File: config.mk
export PLATFORM = sky130hd
export DESIGN_NAME = dmx_fixture_receiver_flat
export DESIGN_NICKNAME = d
export VERILOG_FILES = /design/src/hdl/dfr_pkg.sv /design/src/hdl/dfr_in_if.sv /design/src/hdl/dfr_out_if.sv /design/src/hdl/dfr_cfg_if.sv /design/src/hdl/dmx_fixture_receiver.sv /design/src/hdl/dfr_cfg_regs.sv /design/src/hdl/dfr_front.sv /design/src/hdl/dfr_queue.sv /design/src/hdl/dfr_back.sv /design/src/flat_wrapper.sv
export SDC_FILE = /design/constraint.sdc
export NUM_CORES = 2
export LEC_CHECK = 0
export BUFFER_PORTS_ARGS = -buffer_cell sky130_fd_sc_hd__buf_2
export CAP_MARGIN = 0
export CORE_ASPECT_RATIO = 1.4
export CORE_MARGIN = 3
export CORE_UTILIZATION = 50
export DETAILED_ROUTE_END_ITERATION = 12
export PLACE_DENSITY = 0.71
export SYNTH_ARGS = -nofsm -noshare
export SYNTH_HDL_FRONTEND = slang
export SYNTH_SLANG_ARGS = --single-unit
File: constraint.sdc
create_clock -name clk -period 9.2 [get_ports clk]
set_input_delay 1.84 -clock clk [delete_from_list [all_inputs] [get_ports clk]]
set_output_delay 1.84 -clock clk [all_outputs]
set_load 0.005 [all_outputs]
File: src/hdl/dfr_pkg.sv
package dfr_pkg;

  localparam int LAST_SLOT_DEF       = 512;
  localparam int LAMP_FULL_SCALE_DEF = 1999;

  localparam int BYTE_W   = 8;
  localparam int ADDR_W   = 10;
  localparam int CENTER_W = 15;
  localparam int TIMER_W  = 24;
  localparam int LEVEL_W  = 16;
  localparam int LAMP_W   = 11;
  localparam int CFG_IDX_W  = 3;
  localparam int CFG_DATA_W = 24;
  localparam int LFS_W    = 16;

  localparam int QUEUE_DEPTH = 2;
  localparam int QPTR_W      = 1;
  localparam int QCNT_W      = 2;

  localparam logic [TIMER_W-1:0] TIMER_MAX  = '1;
  localparam logic [TIMER_W-1:0] IDLE_RESET = 24'd1000000;
  localparam logic [LAMP_W-1:0]  STATUS_ON  = 11'd1999;
  localparam logic [LAMP_W-1:0]  LAMP_SAT   = 11'd2047;

  localparam logic [ADDR_W-1:0]   START_ADDRESS_RST     = 10'd1;
  localparam logic [CENTER_W-1:0] CENTER_RST            = 15'd1500;
  localparam logic [CENTER_W-1:0] RANGE_RST             = 15'd1000;
  localparam logic [TIMER_W-1:0]  ACTIVITY_TIMEOUT_RST  = 24'd1000000;
  localparam logic [TIMER_W-1:0]  BLINK_HALF_PERIOD_RST = 24'd500000;

  // divide by 255: x * (2^24 - 1) / (255 * 2^24) undershoots by less than one
  localparam int DIV_W       = 32;
  localparam int QUOT_W      = 25;
  localparam int RECIP_W     = 17;
  localparam int RECIP_SHIFT = 24;
  localparam logic [RECIP_W-1:0] RECIP_255 = 17'd65793;
  localparam logic [DIV_W:0]     DIVISOR   = 33'd255;

  typedef enum logic [CFG_IDX_W-1:0] {
    REG_START_ADDRESS,
    REG_PAN_CENTER,
    REG_PAN_RANGE,
    REG_TILT_CENTER,
    REG_TILT_RANGE,
    REG_SWAP_AXES,
    REG_ACTIVITY_TIMEOUT,
    REG_BLINK_HALF_PERIOD
  } cfg_reg_t;

  typedef struct packed {
    logic [ADDR_W-1:0]   start_address;
    logic [CENTER_W-1:0] pan_center;
    logic [CENTER_W-1:0] pan_range;
    logic [CENTER_W-1:0] tilt_center;
    logic [CENTER_W-1:0] tilt_range;
    logic                swap_axes;
    logic [TIMER_W-1:0]  activity_timeout;
    logic [TIMER_W-1:0]  blink_half_period;
  } cfg_t;

  typedef enum logic [1:0] {
    CMD_TICK,
    CMD_BREAK,
    CMD_CHAR
  } cmd_kind_t;

  typedef struct packed {
    cmd_kind_t         kind;
    logic [BYTE_W-1:0] data;
  } cmd_t;

  typedef enum logic [2:0] {
    BK_IDLE,
    BK_MUL,
    BK_DIV_A,
    BK_DIV_B,
    BK_DIV_C,
    BK_DIV_D,
    BK_OUT
  } back_state_t;

  // quotient estimate, equal to floor(x/255) or one below
  function automatic logic [QUOT_W-1:0] div255_est(logic [DIV_W-1:0] x);
    logic [DIV_W+RECIP_W-1:0] p;
    p = {{RECIP_W{1'b0}}, x} * {{DIV_W{1'b0}}, RECIP_255};
    return p[RECIP_SHIFT +: QUOT_W];
  endfunction

  function automatic logic [QUOT_W-1:0] div255_fix(logic [DIV_W-1:0] x,
                                                   logic [QUOT_W-1:0] q0);
    logic [DIV_W:0] q_ext;
    logic [DIV_W:0] rem;
    q_ext = {{(DIV_W+1-QUOT_W){1'b0}}, q0};
    rem   = {1'b0, x} - ((q_ext << 8) - q_ext);
    return (rem >= DIVISOR) ? q0 + 1'b1 : q0;
  endfunction

endpackage

File: src/hdl/dfr_in_if.sv
interface dfr_in_if;
  logic       valid;
  logic       ready;
  logic       op;
  logic [7:0] rx_byte;
  logic       framing_error;

  modport source (output valid, output op, output rx_byte, output framing_error,
                  input ready);
  modport sink (input valid, input op, input rx_byte, input framing_error,
                output ready);
endinterface

File: src/hdl/dfr_out_if.sv
interface dfr_out_if;
  logic        valid;
  logic        ready;
  logic [15:0] servo_one_level;
  logic [15:0] servo_two_level;
  logic [10:0] lamp_level;
  logic [10:0] status_level;
  logic        link_active;

  modport source (output valid, output servo_one_level, output servo_two_level,
                  output lamp_level, output status_level, output link_active,
                  input ready);
  modport sink (input valid, input servo_one_level, input servo_two_level,
                input lamp_level, input status_level, input link_active,
                output ready);
endinterface

File: src/hdl/dfr_cfg_if.sv
interface dfr_cfg_if;
  logic        valid;
  logic        ready;
  logic [2:0]  index;
  logic [23:0] data;

  modport source (output valid, output index, output data, input ready);
  modport sink (input valid, input index, input data, output ready);
endinterface

File: src/hdl/dmx_fixture_receiver.sv
// DMX512 fixture receiver for a pan/tilt/dimmer head. Each input transfer is a
// received character (with its framing-error flag, which marks a break) or a
// one-microsecond tick, and each produces exactly one result transfer carrying
// both servo levels, the lamp level, the status LED level and the link flag.
// The front end takes an input transfer whenever its two-entry command queue
// has room. A result waiting in the output register stalls the back end, and
// input is held off once the queue has filled behind it. The back end works
// one command at a time: BK_IDLE updates slot counter, captured slots and
// timers, BK_MUL and BK_DIV_A to BK_DIV_D do the multiply and divide-by-255
// steps that scale the axes and the lamp curve, and BK_OUT loads the output
// register. After reset the link is inactive and the slot counter waits for
// the first break. Configuration writes are taken in every cycle and belong in
// periods with no transfer in flight.
module dmx_fixture_receiver #(
  parameter int LAST_SLOT       = dfr_pkg::LAST_SLOT_DEF,
  parameter int LAMP_FULL_SCALE = dfr_pkg::LAMP_FULL_SCALE_DEF
) (
  input  logic      clk,
  input  logic      rst_n,
  dfr_in_if.sink    in_ch,
  dfr_out_if.source out_ch,
  dfr_cfg_if.sink   cfg_ch
);
  import dfr_pkg::*;

  cfg_t cfg;
  cmd_t push_cmd;
  cmd_t head_cmd;
  logic push;
  logic q_full;
  logic pop;
  logic head_valid;

  dfr_cfg_regs u_cfg_regs (
    .clk    (clk),
    .rst_n  (rst_n),
    .cfg_ch (cfg_ch),
    .cfg    (cfg)
  );

  dfr_front u_front (
    .in_ch    (in_ch),
    .q_full   (q_full),
    .push     (push),
    .push_cmd (push_cmd)
  );

  dfr_queue u_queue (
    .clk        (clk),
    .rst_n      (rst_n),
    .push       (push),
    .push_cmd   (push_cmd),
    .full       (q_full),
    .pop        (pop),
    .head_valid (head_valid),
    .head_cmd   (head_cmd)
  );

  dfr_back #(
    .LAST_SLOT       (LAST_SLOT),
    .LAMP_FULL_SCALE (LAMP_FULL_SCALE)
  ) u_back (
    .clk        (clk),
    .rst_n      (rst_n),
    .cfg        (cfg),
    .head_valid (head_valid),
    .head_cmd   (head_cmd),
    .pop        (pop),
    .out_ch     (out_ch)
  );

endmodule

File: src/hdl/dfr_cfg_regs.sv
module dfr_cfg_regs (
  input  logic          clk,
  input  logic          rst_n,
  dfr_cfg_if.sink       cfg_ch,
  output dfr_pkg::cfg_t cfg
);
  import dfr_pkg::*;

  cfg_t cfg_r;
  cfg_t cfg_nxt;

  assign cfg_ch.ready = 1'b1;
  assign cfg = cfg_r;

  always_comb begin
    cfg_nxt = cfg_r;
    if (cfg_ch.valid) begin
      unique case (cfg_reg_t'(cfg_ch.index))
        REG_START_ADDRESS:     cfg_nxt.start_address     = cfg_ch.data[ADDR_W-1:0];
        REG_PAN_CENTER:        cfg_nxt.pan_center        = cfg_ch.data[CENTER_W-1:0];
        REG_PAN_RANGE:         cfg_nxt.pan_range         = cfg_ch.data[CENTER_W-1:0];
        REG_TILT_CENTER:       cfg_nxt.tilt_center       = cfg_ch.data[CENTER_W-1:0];
        REG_TILT_RANGE:        cfg_nxt.tilt_range        = cfg_ch.data[CENTER_W-1:0];
        REG_SWAP_AXES:         cfg_nxt.swap_axes         = cfg_ch.data[0];
        REG_ACTIVITY_TIMEOUT:  cfg_nxt.activity_timeout  = cfg_ch.data[TIMER_W-1:0];
        REG_BLINK_HALF_PERIOD: cfg_nxt.blink_half_period = cfg_ch.data[TIMER_W-1:0];
      endcase
    end
  end

  always_ff @(posedge clk) begin
    if (!rst_n) begin
      cfg_r.start_address     <= START_ADDRESS_RST;
      cfg_r.pan_center        <= CENTER_RST;
      cfg_r.pan_range         <= RANGE_RST;
      cfg_r.tilt_center       <= CENTER_RST;
      cfg_r.tilt_range        <= RANGE_RST;
      cfg_r.swap_axes         <= 1'b0;
      cfg_r.activity_timeout  <= ACTIVITY_TIMEOUT_RST;
      cfg_r.blink_half_period <= BLINK_HALF_PERIOD_RST;
    end else begin
      cfg_r <= cfg_nxt;
    end
  end

endmodule

File: src/hdl/dfr_front.sv
module dfr_front (
  dfr_in_if.sink        in_ch,
  input  logic          q_full,
  output logic          push,
  output dfr_pkg::cmd_t push_cmd
);
  import dfr_pkg::*;

  assign in_ch.ready = !q_full;
  assign push        = in_ch.valid && !q_full;

  // a tick ignores the character fields; a break discards the character
  always_comb begin
    push_cmd.data = in_ch.rx_byte;
    priority if (in_ch.op) begin
      push_cmd.kind = CMD_TICK;
    end else if (in_ch.framing_error) begin
      push_cmd.kind = CMD_BREAK;
    end else begin
      push_cmd.kind = CMD_CHAR;
    end
  end

endmodule

File: src/hdl/dfr_queue.sv
module dfr_queue (
  input  logic          clk,
  input  logic          rst_n,
  input  logic          push,
  input  dfr_pkg::cmd_t push_cmd,
  output logic          full,
  input  logic          pop,
  output logic          head_valid,
  output dfr_pkg::cmd_t head_cmd
);
  import dfr_pkg::*;

  cmd_t              entry_r [QUEUE_DEPTH];
  logic [QPTR_W-1:0] wr_ptr_r, wr_ptr_nxt;
  logic [QPTR_W-1:0] rd_ptr_r, rd_ptr_nxt;
  logic [QCNT_W-1:0] count_r, count_nxt;

  assign full       = (count_r == QCNT_W'(QUEUE_DEPTH));
  assign head_valid = (count_r != '0);
  assign head_cmd   = entry_r[rd_ptr_r];

  always_comb begin
    wr_ptr_nxt = push ? wr_ptr_r + 1'b1 : wr_ptr_r;
    rd_ptr_nxt = pop ? rd_ptr_r + 1'b1 : rd_ptr_r;
    count_nxt  = count_r;
    if (push && !pop) begin
      count_nxt = count_r + 1'b1;
    end else if (pop && !push) begin
      count_nxt = count_r - 1'b1;
    end
  end

  always_ff @(posedge clk) begin
    if (!rst_n) begin
      wr_ptr_r <= '0;
      rd_ptr_r <= '0;
      count_r  <= '0;
    end else begin
      wr_ptr_r <= wr_ptr_nxt;
      rd_ptr_r <= rd_ptr_nxt;
      count_r  <= count_nxt;
    end
  end

  always_ff @(posedge clk) begin
    if (push) begin
      entry_r[wr_ptr_r] <= push_cmd;
    end
  end

  a_count_bound: assert property (@(posedge clk) disable iff (!rst_n)
    count_r <= QCNT_W'(QUEUE_DEPTH))
    else $error("queue count beyond depth");

  a_no_push_full: assert property (@(posedge clk) disable iff (!rst_n)
    full |-> !push)
    else $error("push into full queue");

  a_no_pop_empty: assert property (@(posedge clk) disable iff (!rst_n)
    pop |-> head_valid)
    else $error("pop from empty queue");

endmodule

File: src/hdl/dfr_back.sv
module dfr_back #(
  parameter int LAST_SLOT       = dfr_pkg::LAST_SLOT_DEF,
  parameter int LAMP_FULL_SCALE = dfr_pkg::LAMP_FULL_SCALE_DEF
) (
  input  logic          clk,
  input  logic          rst_n,
  input  dfr_pkg::cfg_t cfg,
  input  logic          head_valid,
  input  dfr_pkg::cmd_t head_cmd,
  output logic          pop,
  dfr_out_if.source     out_ch
);
  import dfr_pkg::*;

  localparam int SLOT_W = $clog2(LAST_SLOT + 2);
  localparam logic [SLOT_W-1:0] SLOT_IDLE = SLOT_W'(LAST_SLOT + 1);
  localparam logic [SLOT_W-1:0] SLOT_LAST = SLOT_W'(LAST_SLOT);
  localparam logic [ADDR_W-1:0] ADDR_HI   = ADDR_W'(LAST_SLOT - 2);
  localparam logic [LFS_W-1:0]  LFS       = LFS_W'(LAMP_FULL_SCALE);
  localparam int PROD_W = 25;

  back_state_t state_r, state_nxt;

  // link and slot state
  logic [SLOT_W-1:0]  slot_r, slot_nxt;
  logic [BYTE_W-1:0]  start_code_r, start_code_nxt;
  logic [BYTE_W-1:0]  pan_byte_r, pan_byte_nxt;
  logic [BYTE_W-1:0]  tilt_byte_r, tilt_byte_nxt;
  logic [BYTE_W-1:0]  dim_byte_r, dim_byte_nxt;
  logic [TIMER_W-1:0] idle_r, idle_nxt;
  logic [TIMER_W-1:0] blink_r, blink_nxt;
  logic               led_r, led_nxt;
  logic               lit_r, lit_nxt;
  logic               active_r, active_nxt;
  logic [LEVEL_W-1:0] s1_held_r, s1_held_nxt;
  logic [LEVEL_W-1:0] s2_held_r, s2_held_nxt;
  logic [LAMP_W-1:0]  lamp_held_r, lamp_held_nxt;

  // arithmetic stages
  logic signed [PROD_W-1:0] pan_prod_r, pan_prod_nxt;
  logic signed [PROD_W-1:0] tilt_prod_r, tilt_prod_nxt;
  logic [2*BYTE_W-1:0]      dsq_r, dsq_nxt;
  logic [QUOT_W-1:0]        pan_q0_r, pan_q0_nxt;
  logic [QUOT_W-1:0]        tilt_q0_r, tilt_q0_nxt;
  logic [LEVEL_W-1:0]       pan_lvl_r, pan_lvl_nxt;
  logic [LEVEL_W-1:0]       tilt_lvl_r, tilt_lvl_nxt;
  logic [DIV_W-1:0]         lprod_r, lprod_nxt;
  logic [QUOT_W-1:0]        lq0_r, lq0_nxt;
  logic [QUOT_W-1:0]        lq1_r, lq1_nxt;
  logic [QUOT_W-1:0]        lq2_r, lq2_nxt;

  // result register
  logic               out_valid_r, out_valid_nxt;
  logic [LEVEL_W-1:0] out_s1_r, out_s1_nxt;
  logic [LEVEL_W-1:0] out_s2_r, out_s2_nxt;
  logic [LAMP_W-1:0]  out_lamp_r, out_lamp_nxt;
  logic [LAMP_W-1:0]  out_status_r, out_status_nxt;
  logic               out_active_r, out_active_nxt;

  logic [TIMER_W-1:0]       idle_t, blink_t;
  logic                     active_t;
  logic signed [BYTE_W:0]   pan_off, tilt_off;
  logic [PROD_W-1:0]        pan_mag, tilt_mag;
  logic [QUOT_W-1:0]        pan_q, tilt_q, lamp_q;
  logic [LEVEL_W-1:0]       pan_ofs16, tilt_ofs16;
  logic [ADDR_W:0]          slot_ext;
  logic                     addr_ok;
  logic [LAMP_W-1:0]        lamp_sat;

  assign pan_off  = $signed({1'b0, pan_byte_r}) - 9'sd127;
  assign tilt_off = $signed({1'b0, tilt_byte_r}) - 9'sd127;
  assign pan_mag  = pan_prod_r[PROD_W-1] ? PROD_W'(-pan_prod_r) : PROD_W'(pan_prod_r);
  assign tilt_mag = tilt_prod_r[PROD_W-1] ? PROD_W'(-tilt_prod_r) : PROD_W'(tilt_prod_r);
  assign pan_q    = div255_fix(DIV_W'(pan_mag), pan_q0_r);
  assign tilt_q   = div255_fix(DIV_W'(tilt_mag), tilt_q0_r);
  assign pan_ofs16  = pan_prod_r[PROD_W-1] ? -pan_q[LEVEL_W-1:0] : pan_q[LEVEL_W-1:0];
  assign tilt_ofs16 = tilt_prod_r[PROD_W-1] ? -tilt_q[LEVEL_W-1:0] : tilt_q[LEVEL_W-1:0];
  assign lamp_q   = div255_fix(DIV_W'(lq1_r), lq2_r);
  assign lamp_sat = (lamp_q > QUOT_W'(LAMP_SAT)) ? LAMP_SAT : lamp_q[LAMP_W-1:0];
  assign slot_ext = (ADDR_W+1)'(slot_r);
  assign addr_ok  = (cfg.start_address != '0) && (cfg.start_address <= ADDR_HI);

  assign out_ch.valid           = out_valid_r;
  assign out_ch.servo_one_level = out_s1_r;
  assign out_ch.servo_two_level = out_s2_r;
  assign out_ch.lamp_level      = out_lamp_r;
  assign out_ch.status_level    = out_status_r;
  assign out_ch.link_active     = out_active_r;

  always_comb begin
    state_nxt      = state_r;
    pop            = 1'b0;
    slot_nxt       = slot_r;
    start_code_nxt = start_code_r;
    pan_byte_nxt   = pan_byte_r;
    tilt_byte_nxt  = tilt_byte_r;
    dim_byte_nxt   = dim_byte_r;
    idle_nxt       = idle_r;
    blink_nxt      = blink_r;
    led_nxt        = led_r;
    lit_nxt        = lit_r;
    active_nxt     = active_r;
    s1_held_nxt    = s1_held_r;
    s2_held_nxt    = s2_held_r;
    lamp_held_nxt  = lamp_held_r;
    pan_prod_nxt   = pan_prod_r;
    tilt_prod_nxt  = tilt_prod_r;
    dsq_nxt        = dsq_r;
    pan_q0_nxt     = pan_q0_r;
    tilt_q0_nxt    = tilt_q0_r;
    pan_lvl_nxt    = pan_lvl_r;
    tilt_lvl_nxt   = tilt_lvl_r;
    lprod_nxt      = lprod_r;
    lq0_nxt        = lq0_r;
    lq1_nxt        = lq1_r;
    lq2_nxt        = lq2_r;
    out_valid_nxt  = out_valid_r && !out_ch.ready;
    out_s1_nxt     = out_s1_r;
    out_s2_nxt     = out_s2_r;
    out_lamp_nxt   = out_lamp_r;
    out_status_nxt = out_status_r;
    out_active_nxt = out_active_r;
    idle_t         = idle_r;
    blink_t        = blink_r;
    active_t       = active_r;

    unique case (state_r)
      BK_IDLE: begin
        if (head_valid) begin
          pop = 1'b1;
          unique case (head_cmd.kind)
            CMD_TICK: begin
              if (idle_t != TIMER_MAX) idle_t = idle_r + 1'b1;
              if (blink_t != TIMER_MAX) blink_t = blink_r + 1'b1;
            end
            CMD_BREAK: slot_nxt = '0;
            CMD_CHAR: begin
              // characters past the last slot wait for the next break
              if (slot_r <= SLOT_LAST) begin
                if (slot_r == '0) begin
                  start_code_nxt = head_cmd.data;
                end else begin
                  priority if (slot_ext == {1'b0, cfg.start_address}) begin
                    pan_byte_nxt = head_cmd.data;
                  end else if (slot_ext == {1'b0, cfg.start_address} + 1'b1) begin
                    tilt_byte_nxt = head_cmd.data;
                  end else if (slot_ext == {1'b0, cfg.start_address} + 2'd2) begin
                    dim_byte_nxt = head_cmd.data;
                  end else begin
                    dim_byte_nxt = dim_byte_r;
                  end
                  idle_t = '0;
                end
                slot_nxt = slot_r + 1'b1;
              end
            end
            default: slot_nxt = slot_r;
          endcase
          active_t = idle_t < cfg.activity_timeout;
          if (active_t) begin
            if (blink_t > cfg.blink_half_period) begin
              led_nxt = !led_r;
              lit_nxt = !led_r;
              blink_t = '0;
            end
          end else begin
            lit_nxt = 1'b0;
          end
          idle_nxt   = idle_t;
          blink_nxt  = blink_t;
          active_nxt = active_t;
          state_nxt  = BK_MUL;
        end
      end
      BK_MUL: begin
        pan_prod_nxt  = pan_off * $signed({1'b0, cfg.pan_range});
        tilt_prod_nxt = tilt_off * $signed({1'b0, cfg.tilt_range});
        dsq_nxt       = dim_byte_r * dim_byte_r;
        state_nxt     = BK_DIV_A;
      end
      BK_DIV_A: begin
        pan_q0_nxt  = div255_est(DIV_W'(pan_mag));
        tilt_q0_nxt = div255_est(DIV_W'(tilt_mag));
        lprod_nxt   = {{(DIV_W-2*BYTE_W){1'b0}}, dsq_r} * {{(DIV_W-LFS_W){1'b0}}, LFS};
        state_nxt   = BK_DIV_B;
      end
      BK_DIV_B: begin
        pan_lvl_nxt  = {1'b0, cfg.pan_center} + pan_ofs16;
        tilt_lvl_nxt = {1'b0, cfg.tilt_center} + tilt_ofs16;
        lq0_nxt      = div255_est(lprod_r);
        state_nxt    = BK_DIV_C;
      end
      BK_DIV_C: begin
        lq1_nxt   = div255_fix(lprod_r, lq0_r);
        state_nxt = BK_DIV_D;
      end
      BK_DIV_D: begin
        // second divide by 255 gives floor of the division by 65025
        lq2_nxt   = div255_est(DIV_W'(lq1_r));
        state_nxt = BK_OUT;
      end
      BK_OUT: begin
        if (!out_valid_r || out_ch.ready) begin
          if (active_r && start_code_r == '0) begin
            if (addr_ok) begin
              s1_held_nxt   = cfg.swap_axes ? tilt_lvl_r : pan_lvl_r;
              s2_held_nxt   = cfg.swap_axes ? pan_lvl_r : tilt_lvl_r;
              lamp_held_nxt = lamp_sat;
            end
          end else if (!active_r) begin
            s1_held_nxt   = cfg.swap_axes ? {1'b0, cfg.tilt_center} : {1'b0, cfg.pan_center};
            s2_held_nxt   = cfg.swap_axes ? {1'b0, cfg.pan_center} : {1'b0, cfg.tilt_center};
            lamp_held_nxt = '0;
          end
          out_valid_nxt  = 1'b1;
          out_s1_nxt     = s1_held_nxt;
          out_s2_nxt     = s2_held_nxt;
          out_lamp_nxt   = lamp_held_nxt;
          out_status_nxt = lit_r ? STATUS_ON : '0;
          out_active_nxt = active_r;
          state_nxt      = BK_IDLE;
        end
      end
      default: state_nxt = BK_IDLE;
    endcase
  end

  always_ff @(posedge clk) begin
    if (!rst_n) begin
      state_r      <= BK_IDLE;
      slot_r       <= SLOT_IDLE;
      start_code_r <= '0;
      pan_byte_r   <= '0;
      tilt_byte_r  <= '0;
      dim_byte_r   <= '0;
      idle_r       <= IDLE_RESET;
      blink_r      <= '0;
      led_r        <= 1'b0;
      lit_r        <= 1'b0;
      active_r     <= 1'b0;
      s1_held_r    <= '0;
      s2_held_r    <= '0;
      lamp_held_r  <= '0;
      out_valid_r  <= 1'b0;
    end else begin
      state_r      <= state_nxt;
      slot_r       <= slot_nxt;
      start_code_r <= start_code_nxt;
      pan_byte_r   <= pan_byte_nxt;
      tilt_byte_r  <= tilt_byte_nxt;
      dim_byte_r   <= dim_byte_nxt;
      idle_r       <= idle_nxt;
      blink_r      <= blink_nxt;
      led_r        <= led_nxt;
      lit_r        <= lit_nxt;
      active_r     <= active_nxt;
      s1_held_r    <= s1_held_nxt;
      s2_held_r    <= s2_held_nxt;
      lamp_held_r  <= lamp_held_nxt;
      out_valid_r  <= out_valid_nxt;
    end
  end

  always_ff @(posedge clk) begin
    pan_prod_r   <= pan_prod_nxt;
    tilt_prod_r  <= tilt_prod_nxt;
    dsq_r        <= dsq_nxt;
    pan_q0_r     <= pan_q0_nxt;
    tilt_q0_r    <= tilt_q0_nxt;
    pan_lvl_r    <= pan_lvl_nxt;
    tilt_lvl_r   <= tilt_lvl_nxt;
    lprod_r      <= lprod_nxt;
    lq0_r        <= lq0_nxt;
    lq1_r        <= lq1_nxt;
    lq2_r        <= lq2_nxt;
    out_s1_r     <= out_s1_nxt;
    out_s2_r     <= out_s2_nxt;
    out_lamp_r   <= out_lamp_nxt;
    out_status_r <= out_status_nxt;
    out_active_r <= out_active_nxt;
  end

  a_slot_bound: assert property (@(posedge clk) disable iff (!rst_n)
    slot_r <= SLOT_IDLE)
    else $error("slot counter beyond idle value");

  a_lit_needs_link: assert property (@(posedge clk) disable iff (!rst_n)
    lit_r |-> active_r)
    else $error("status lit while link inactive");

  a_break_restarts: assert property (@(posedge clk) disable iff (!rst_n)
    (pop && head_cmd.kind == CMD_BREAK) |=> (slot_r == '0))
    else $error("break did not restart slot counter");

  a_pop_when_idle: assert property (@(posedge clk) disable iff (!rst_n)
    pop |-> (state_r == BK_IDLE) ##1 (state_r == BK_MUL))
    else $error("command taken outside idle state");

endmodule
File: src/flat_wrapper.sv
// flat-port wrapper written by rule: the top's interface ports become plain ports
module dmx_fixture_receiver_flat import dfr_pkg::*;
#(
  parameter int LAST_SLOT       = dfr_pkg::LAST_SLOT_DEF,
  parameter int LAMP_FULL_SCALE = dfr_pkg::LAMP_FULL_SCALE_DEF
)
  (clk, rst_n, in_ch_valid, in_ch_op, in_ch_rx_byte, in_ch_framing_error, in_ch_ready, out_ch_valid, out_ch_servo_one_level, out_ch_servo_two_level, out_ch_lamp_level, out_ch_status_level, out_ch_link_active, out_ch_ready, cfg_ch_valid, cfg_ch_index, cfg_ch_data, cfg_ch_ready);
  dfr_in_if in_ch_i ();
  dfr_out_if out_ch_i ();
  dfr_cfg_if cfg_ch_i ();
  input  logic clk;
  input  logic rst_n;
  input wire logic [$bits(in_ch_i.valid)-1:0] in_ch_valid;
  input wire logic [$bits(in_ch_i.op)-1:0] in_ch_op;
  input wire logic [$bits(in_ch_i.rx_byte)-1:0] in_ch_rx_byte;
  input wire logic [$bits(in_ch_i.framing_error)-1:0] in_ch_framing_error;
  output wire logic [$bits(in_ch_i.ready)-1:0] in_ch_ready;
  output wire logic [$bits(out_ch_i.valid)-1:0] out_ch_valid;
  output wire logic [$bits(out_ch_i.servo_one_level)-1:0] out_ch_servo_one_level;
  output wire logic [$bits(out_ch_i.servo_two_level)-1:0] out_ch_servo_two_level;
  output wire logic [$bits(out_ch_i.lamp_level)-1:0] out_ch_lamp_level;
  output wire logic [$bits(out_ch_i.status_level)-1:0] out_ch_status_level;
  output wire logic [$bits(out_ch_i.link_active)-1:0] out_ch_link_active;
  input wire logic [$bits(out_ch_i.ready)-1:0] out_ch_ready;
  input wire logic [$bits(cfg_ch_i.valid)-1:0] cfg_ch_valid;
  input wire logic [$bits(cfg_ch_i.index)-1:0] cfg_ch_index;
  input wire logic [$bits(cfg_ch_i.data)-1:0] cfg_ch_data;
  output wire logic [$bits(cfg_ch_i.ready)-1:0] cfg_ch_ready;
  assign in_ch_i.valid = in_ch_valid;
  assign in_ch_i.op = in_ch_op;
  assign in_ch_i.rx_byte = in_ch_rx_byte;
  assign in_ch_i.framing_error = in_ch_framing_error;
  assign in_ch_ready = in_ch_i.ready;
  assign out_ch_valid = out_ch_i.valid;
  assign out_ch_servo_one_level = out_ch_i.servo_one_level;
  assign out_ch_servo_two_level = out_ch_i.servo_two_level;
  assign out_ch_lamp_level = out_ch_i.lamp_level;
  assign out_ch_status_level = out_ch_i.status_level;
  assign out_ch_link_active = out_ch_i.link_active;
  assign out_ch_i.ready = out_ch_ready;
  assign cfg_ch_i.valid = cfg_ch_valid;
  assign cfg_ch_i.index = cfg_ch_index;
  assign cfg_ch_i.data = cfg_ch_data;
  assign cfg_ch_ready = cfg_ch_i.ready;
  dmx_fixture_receiver #(.LAST_SLOT(LAST_SLOT), .LAMP_FULL_SCALE(LAMP_FULL_SCALE)) u_core (.clk(clk), .rst_n(rst_n), .in_ch(in_ch_i), .out_ch(out_ch_i), .cfg_ch(cfg_ch_i));
endmodule
==> impl_summary.log <==
[metrics] result of the run: complete, no violations
[metrics] max capacitance violation total: 0
[metrics] TritonCTS clock tree: yes
[metrics] cell area after technology mapping: 56500 um^2
[metrics] via total after detailed routing: 44900
[metrics] main combinational cell family by area after synthesis: adder cells
[metrics] cell count after synthesis: 6330
[metrics] Initial Utilization: 50.5%
[metrics] setup TNS: 0 ps
[metrics] worst min-delay path category: flip-flop to flip-flop
[metrics] slowest stage cell on the critical path: or4_1
[metrics] commonest non-fill, non-tap cells in the layout: ha_1, inv_1, nand2_1
[metrics] storage element area: 13700 um^2
[metrics] Port Buffer Count: 96
[metrics] class of the most critical setup path: flip-flop to flip-flop
[metrics] Rel. slew slack: 19.6%
[metrics] mean cell area of the mapped netlist: 8.92 um^2
[metrics] net count reported at finish: 7552
[metrics] flip-flop cell with the highest count after synthesis: edfxtp_1
[metrics] CTS Hold Buffers Added: 0
[metrics] post-CTS clock slew at the launch and capture registers of the worst setup and hold paths: 60 ps
[metrics] Arr. time, crit path: 9160 ps
[metrics] synthesized-area fraction occupied by adder cells: 30.6%
[metrics] maximum clock skew at final layout: 44.2 ps
[metrics] number of warnings issued by yosys: 0
[metrics] H-tree levels: 2
[metrics] HPWL after DPL: 115 mm
[metrics] number of enable-type register cells in the synthesized netlist: 279
[metrics] Filler Cells Inserted: 10200
[metrics] number of CTS-inserted buffers: 58
[metrics] xor and xnor area share after synthesis: 7.19%
[metrics] count of cells along the worst hold path: 2
[metrics] Post-Synth Simple-Gate Area: 16.6%
[metrics] area of the multi-input gates: 39400 um^2
[metrics] number of iterations in the first detailed-routing pass: 6
[metrics] antenna violations before repair: 7
[metrics] final weighted congestion of routability-driven global placement: 0.955
[metrics] startpoint type of the worst setup path: flip-flop
[metrics] DRC marker count from the first detailed-route iteration: 2528
[metrics] post-detailed-route wirelength per cell: 18.2 um
[metrics] most area-consuming cells after synthesis: ha_1, edfxtp_1, fa_1, dfxtp_1, xnor2_1
[metrics] transition time at the pin with the least slew margin: 1200 ps
[metrics] buffer type at the clock tree root: clkbuf_16
[metrics] synthesized-area fraction occupied by ao, oa, aoi and oai cells: 13.3%
[metrics] width of the chip: 290 um
[metrics] fraction of synthesized cell area taken by the top area cell type: 18.6%
[metrics] cell taking the most area after synthesis: ha_1
[metrics] vias in the first global route: 44900
[metrics] time the final worst path needs with I/O delays and setup: 8740 ps
[metrics] global-route wire length before repair: 231 mm
[metrics] slack of the worst reg-to-reg path: 460 ps
[metrics] Post-Place Cells: 7739
[metrics] endpoint required time on the critical path: 9620 ps
[metrics] most common cell after layout, fill and taps aside: ha_1
[metrics] portion of the post-synthesis area used by sequential elements: 24.2%
[metrics] library cells used by synthesis: 93
[metrics] ratio of final minimum period to clock period: 95.0%
[metrics] GRT overflow: 0
[metrics] highest net fanout along the worst path: 9
[metrics] post-route antenna net violation count: 0
[metrics] pins over their slew limit: 0
[metrics] synthesis-to-finish area growth: 7.13%
[metrics] number of top-level pins: 100
[metrics] layout cell share with drive strength beyond 1: 5.50%
[metrics] Final setup viols: 0
[metrics] async set-reset flop share out of synthesis: 0%
[metrics] wire length reported by the detailed router: 143 mm
[metrics] via/cell ratio: 5.71
[metrics] stage delay of the slowest cell on the critical path: 540 ps
[metrics] die area: 117000 um^2
[metrics] non-filler instance count after layout: 7852
[metrics] Seq cells post-synth: 543
[metrics] clk sinks: 543
[metrics] Die Span Y: 404 um
[metrics] maximum number of pins on one net before global-route repair: 94
[metrics] Max Clk Rate: 0.114 GHz
[metrics] mux cell area share after synthesis: 1.89%
[metrics] Rows: 145
[metrics] final count of hold timing violations: 0
[metrics] core area: 112000 um^2
[metrics] Total Routing Usage GR: 24.1%
[metrics] Max Buffers Root-to-Sink: 3
[metrics] Clock Latency Late Sink: 680 ps
[metrics] reg2reg path depth: 41
[metrics] Worst Setup End Kind: flip-flop
[metrics] DRC violation count after routing: 0
## critical path: cells and delay by family (launching register included)
kind | cells | cell delay [ps]
AO/OA/AOI/OAI | 16 | 3020
XOR/XNOR | 3 | 380
adder cells (fa/ha/maj) | 3 | 980
buffers and inverters | 2 | 210
flip-flops | 1 | 450
AND/OR/NAND/NOR | 17 | 3440
## flip-flops by register name, summed over array words and instances (netlist names), 18 cells and up, named ones only
| register | cells |
|---|---|
| u_core.u_cfg_regs.cfg | 119 |
| u_core.u_back.lprod_r | 26 |
| u_core.u_back.pan_prod_r | 25 |
| u_core.u_back.tilt_prod_r | 25 |
| u_core.u_back.blink_r | 24 |
| u_core.u_back.idle_r | 24 |
| u_core.u_back.lq1_r | 21 |
| u_core.u_back.lq0_r | 20 |
| u_core.u_queue.entry_r | 20 |
| u_core.u_back.pan_q0_r | 18 |
| u_core.u_back.tilt_q0_r | 18 |
## area by class of cell
class                      instances  share of cell area, %
clock inverter                    31                  0.557
sequential                       543                   22.6
multi-input combinational       4864                   65.1
tap                             1470                   3.04
inverter                         710                   4.41
antenna                            2                0.00828
clock buffer                      78                   2.73
timing repair buffer             154                   1.51
## per-layer routing
metal | vias up | routed length (um) | GRT usage, %
met2 | 1120 | 71600 | 43.8
met5 | - | 0 | 0
met3 | 366 | 6270 | 2.29
met4 | 0 | 7220 | 11.0
met1 | 21600 | 57800 | 28.8
li1 | 21800 | - | -
## Yosys cell counts, types with 11 or more instances
master	instances
nand2_1	695
nor2b_1	144
buf_4	11
o41ai_1	14
a211oi_1	90
and3_1	49
or4_1	18
clkbuf_1	183
and2_1	79
nor4_1	32
a21oi_1	360
a31oi_1	38
ha_1	840
a22o_1	20
mux2i_1	91
o21bai_1	43
nor2_1	396
o221ai_1	11
or2_2	15
nand3_1	153
xor2_1	118
o211ai_1	33
o31ai_1	26
dfxtp_1	264
o21a_1	59
xnor2_1	338
nand4_1	62
a31o_2	17
o22ai_1	12
nor3_1	119
o21ai_0	203
fa_1	339
a21boi_0	20
buf_1	15
inv_1	707
nand2b_1	112
a21o_1	86
mux2_2	13
edfxtp_1	279
nor3b_1	11
or3_1	31
## through the flow
step | util, % | hold slack (ps) | setup slack (ps) | instance area (um^2)
after global routing | 54.1 | 467 | -46.0 | 60500
final | 54.1 | 456 | 459 | 60500
after floorplan | - | 406 | 680 | 56500
after global placement | 52.3 | 442 | 335 | 58400
after CTS | 54.0 | 455 | 104 | 60400
after detailed placement | 52.3 | 447 | 150 | 58400
## cells by family (layout without fill, tap and decap cells)
group,count (synthesis),after routing
flip-flops,543,543
AO/OA/AOI/OAI,1157,1157
other,2,7
multiplexers,105,105
buffers and inverters,926,973
XOR/XNOR,460,460
adder cells (fa/ha/maj),1179,1179
AND/OR/NAND/NOR,1958,1958
## final timing paths
path,from,endpoint
max,u_core.u_back.tilt_q0_r[8],u_core.u_back.tilt_lvl_r[14]
min,u_core.u_cfg_regs.cfg[34],u_core.u_cfg_regs.cfg[34]
max reg2reg,u_core.u_back.tilt_q0_r[8],u_core.u_back.tilt_lvl_r[14]
min reg2reg,u_core.u_cfg_regs.cfg[34],u_core.u_cfg_regs.cfg[34]
## repair_timing
action / in CTS / in global routing
setup buffers: 0 / 2
endpoints found under the setup margin: 0 / 5
resized for setup: 0 / 17
hold endpoints to repair: 0 / 0
Power is not shown: default switching activity piles up to over one toggle a cycle in this logic, so the estimate is an artifact.
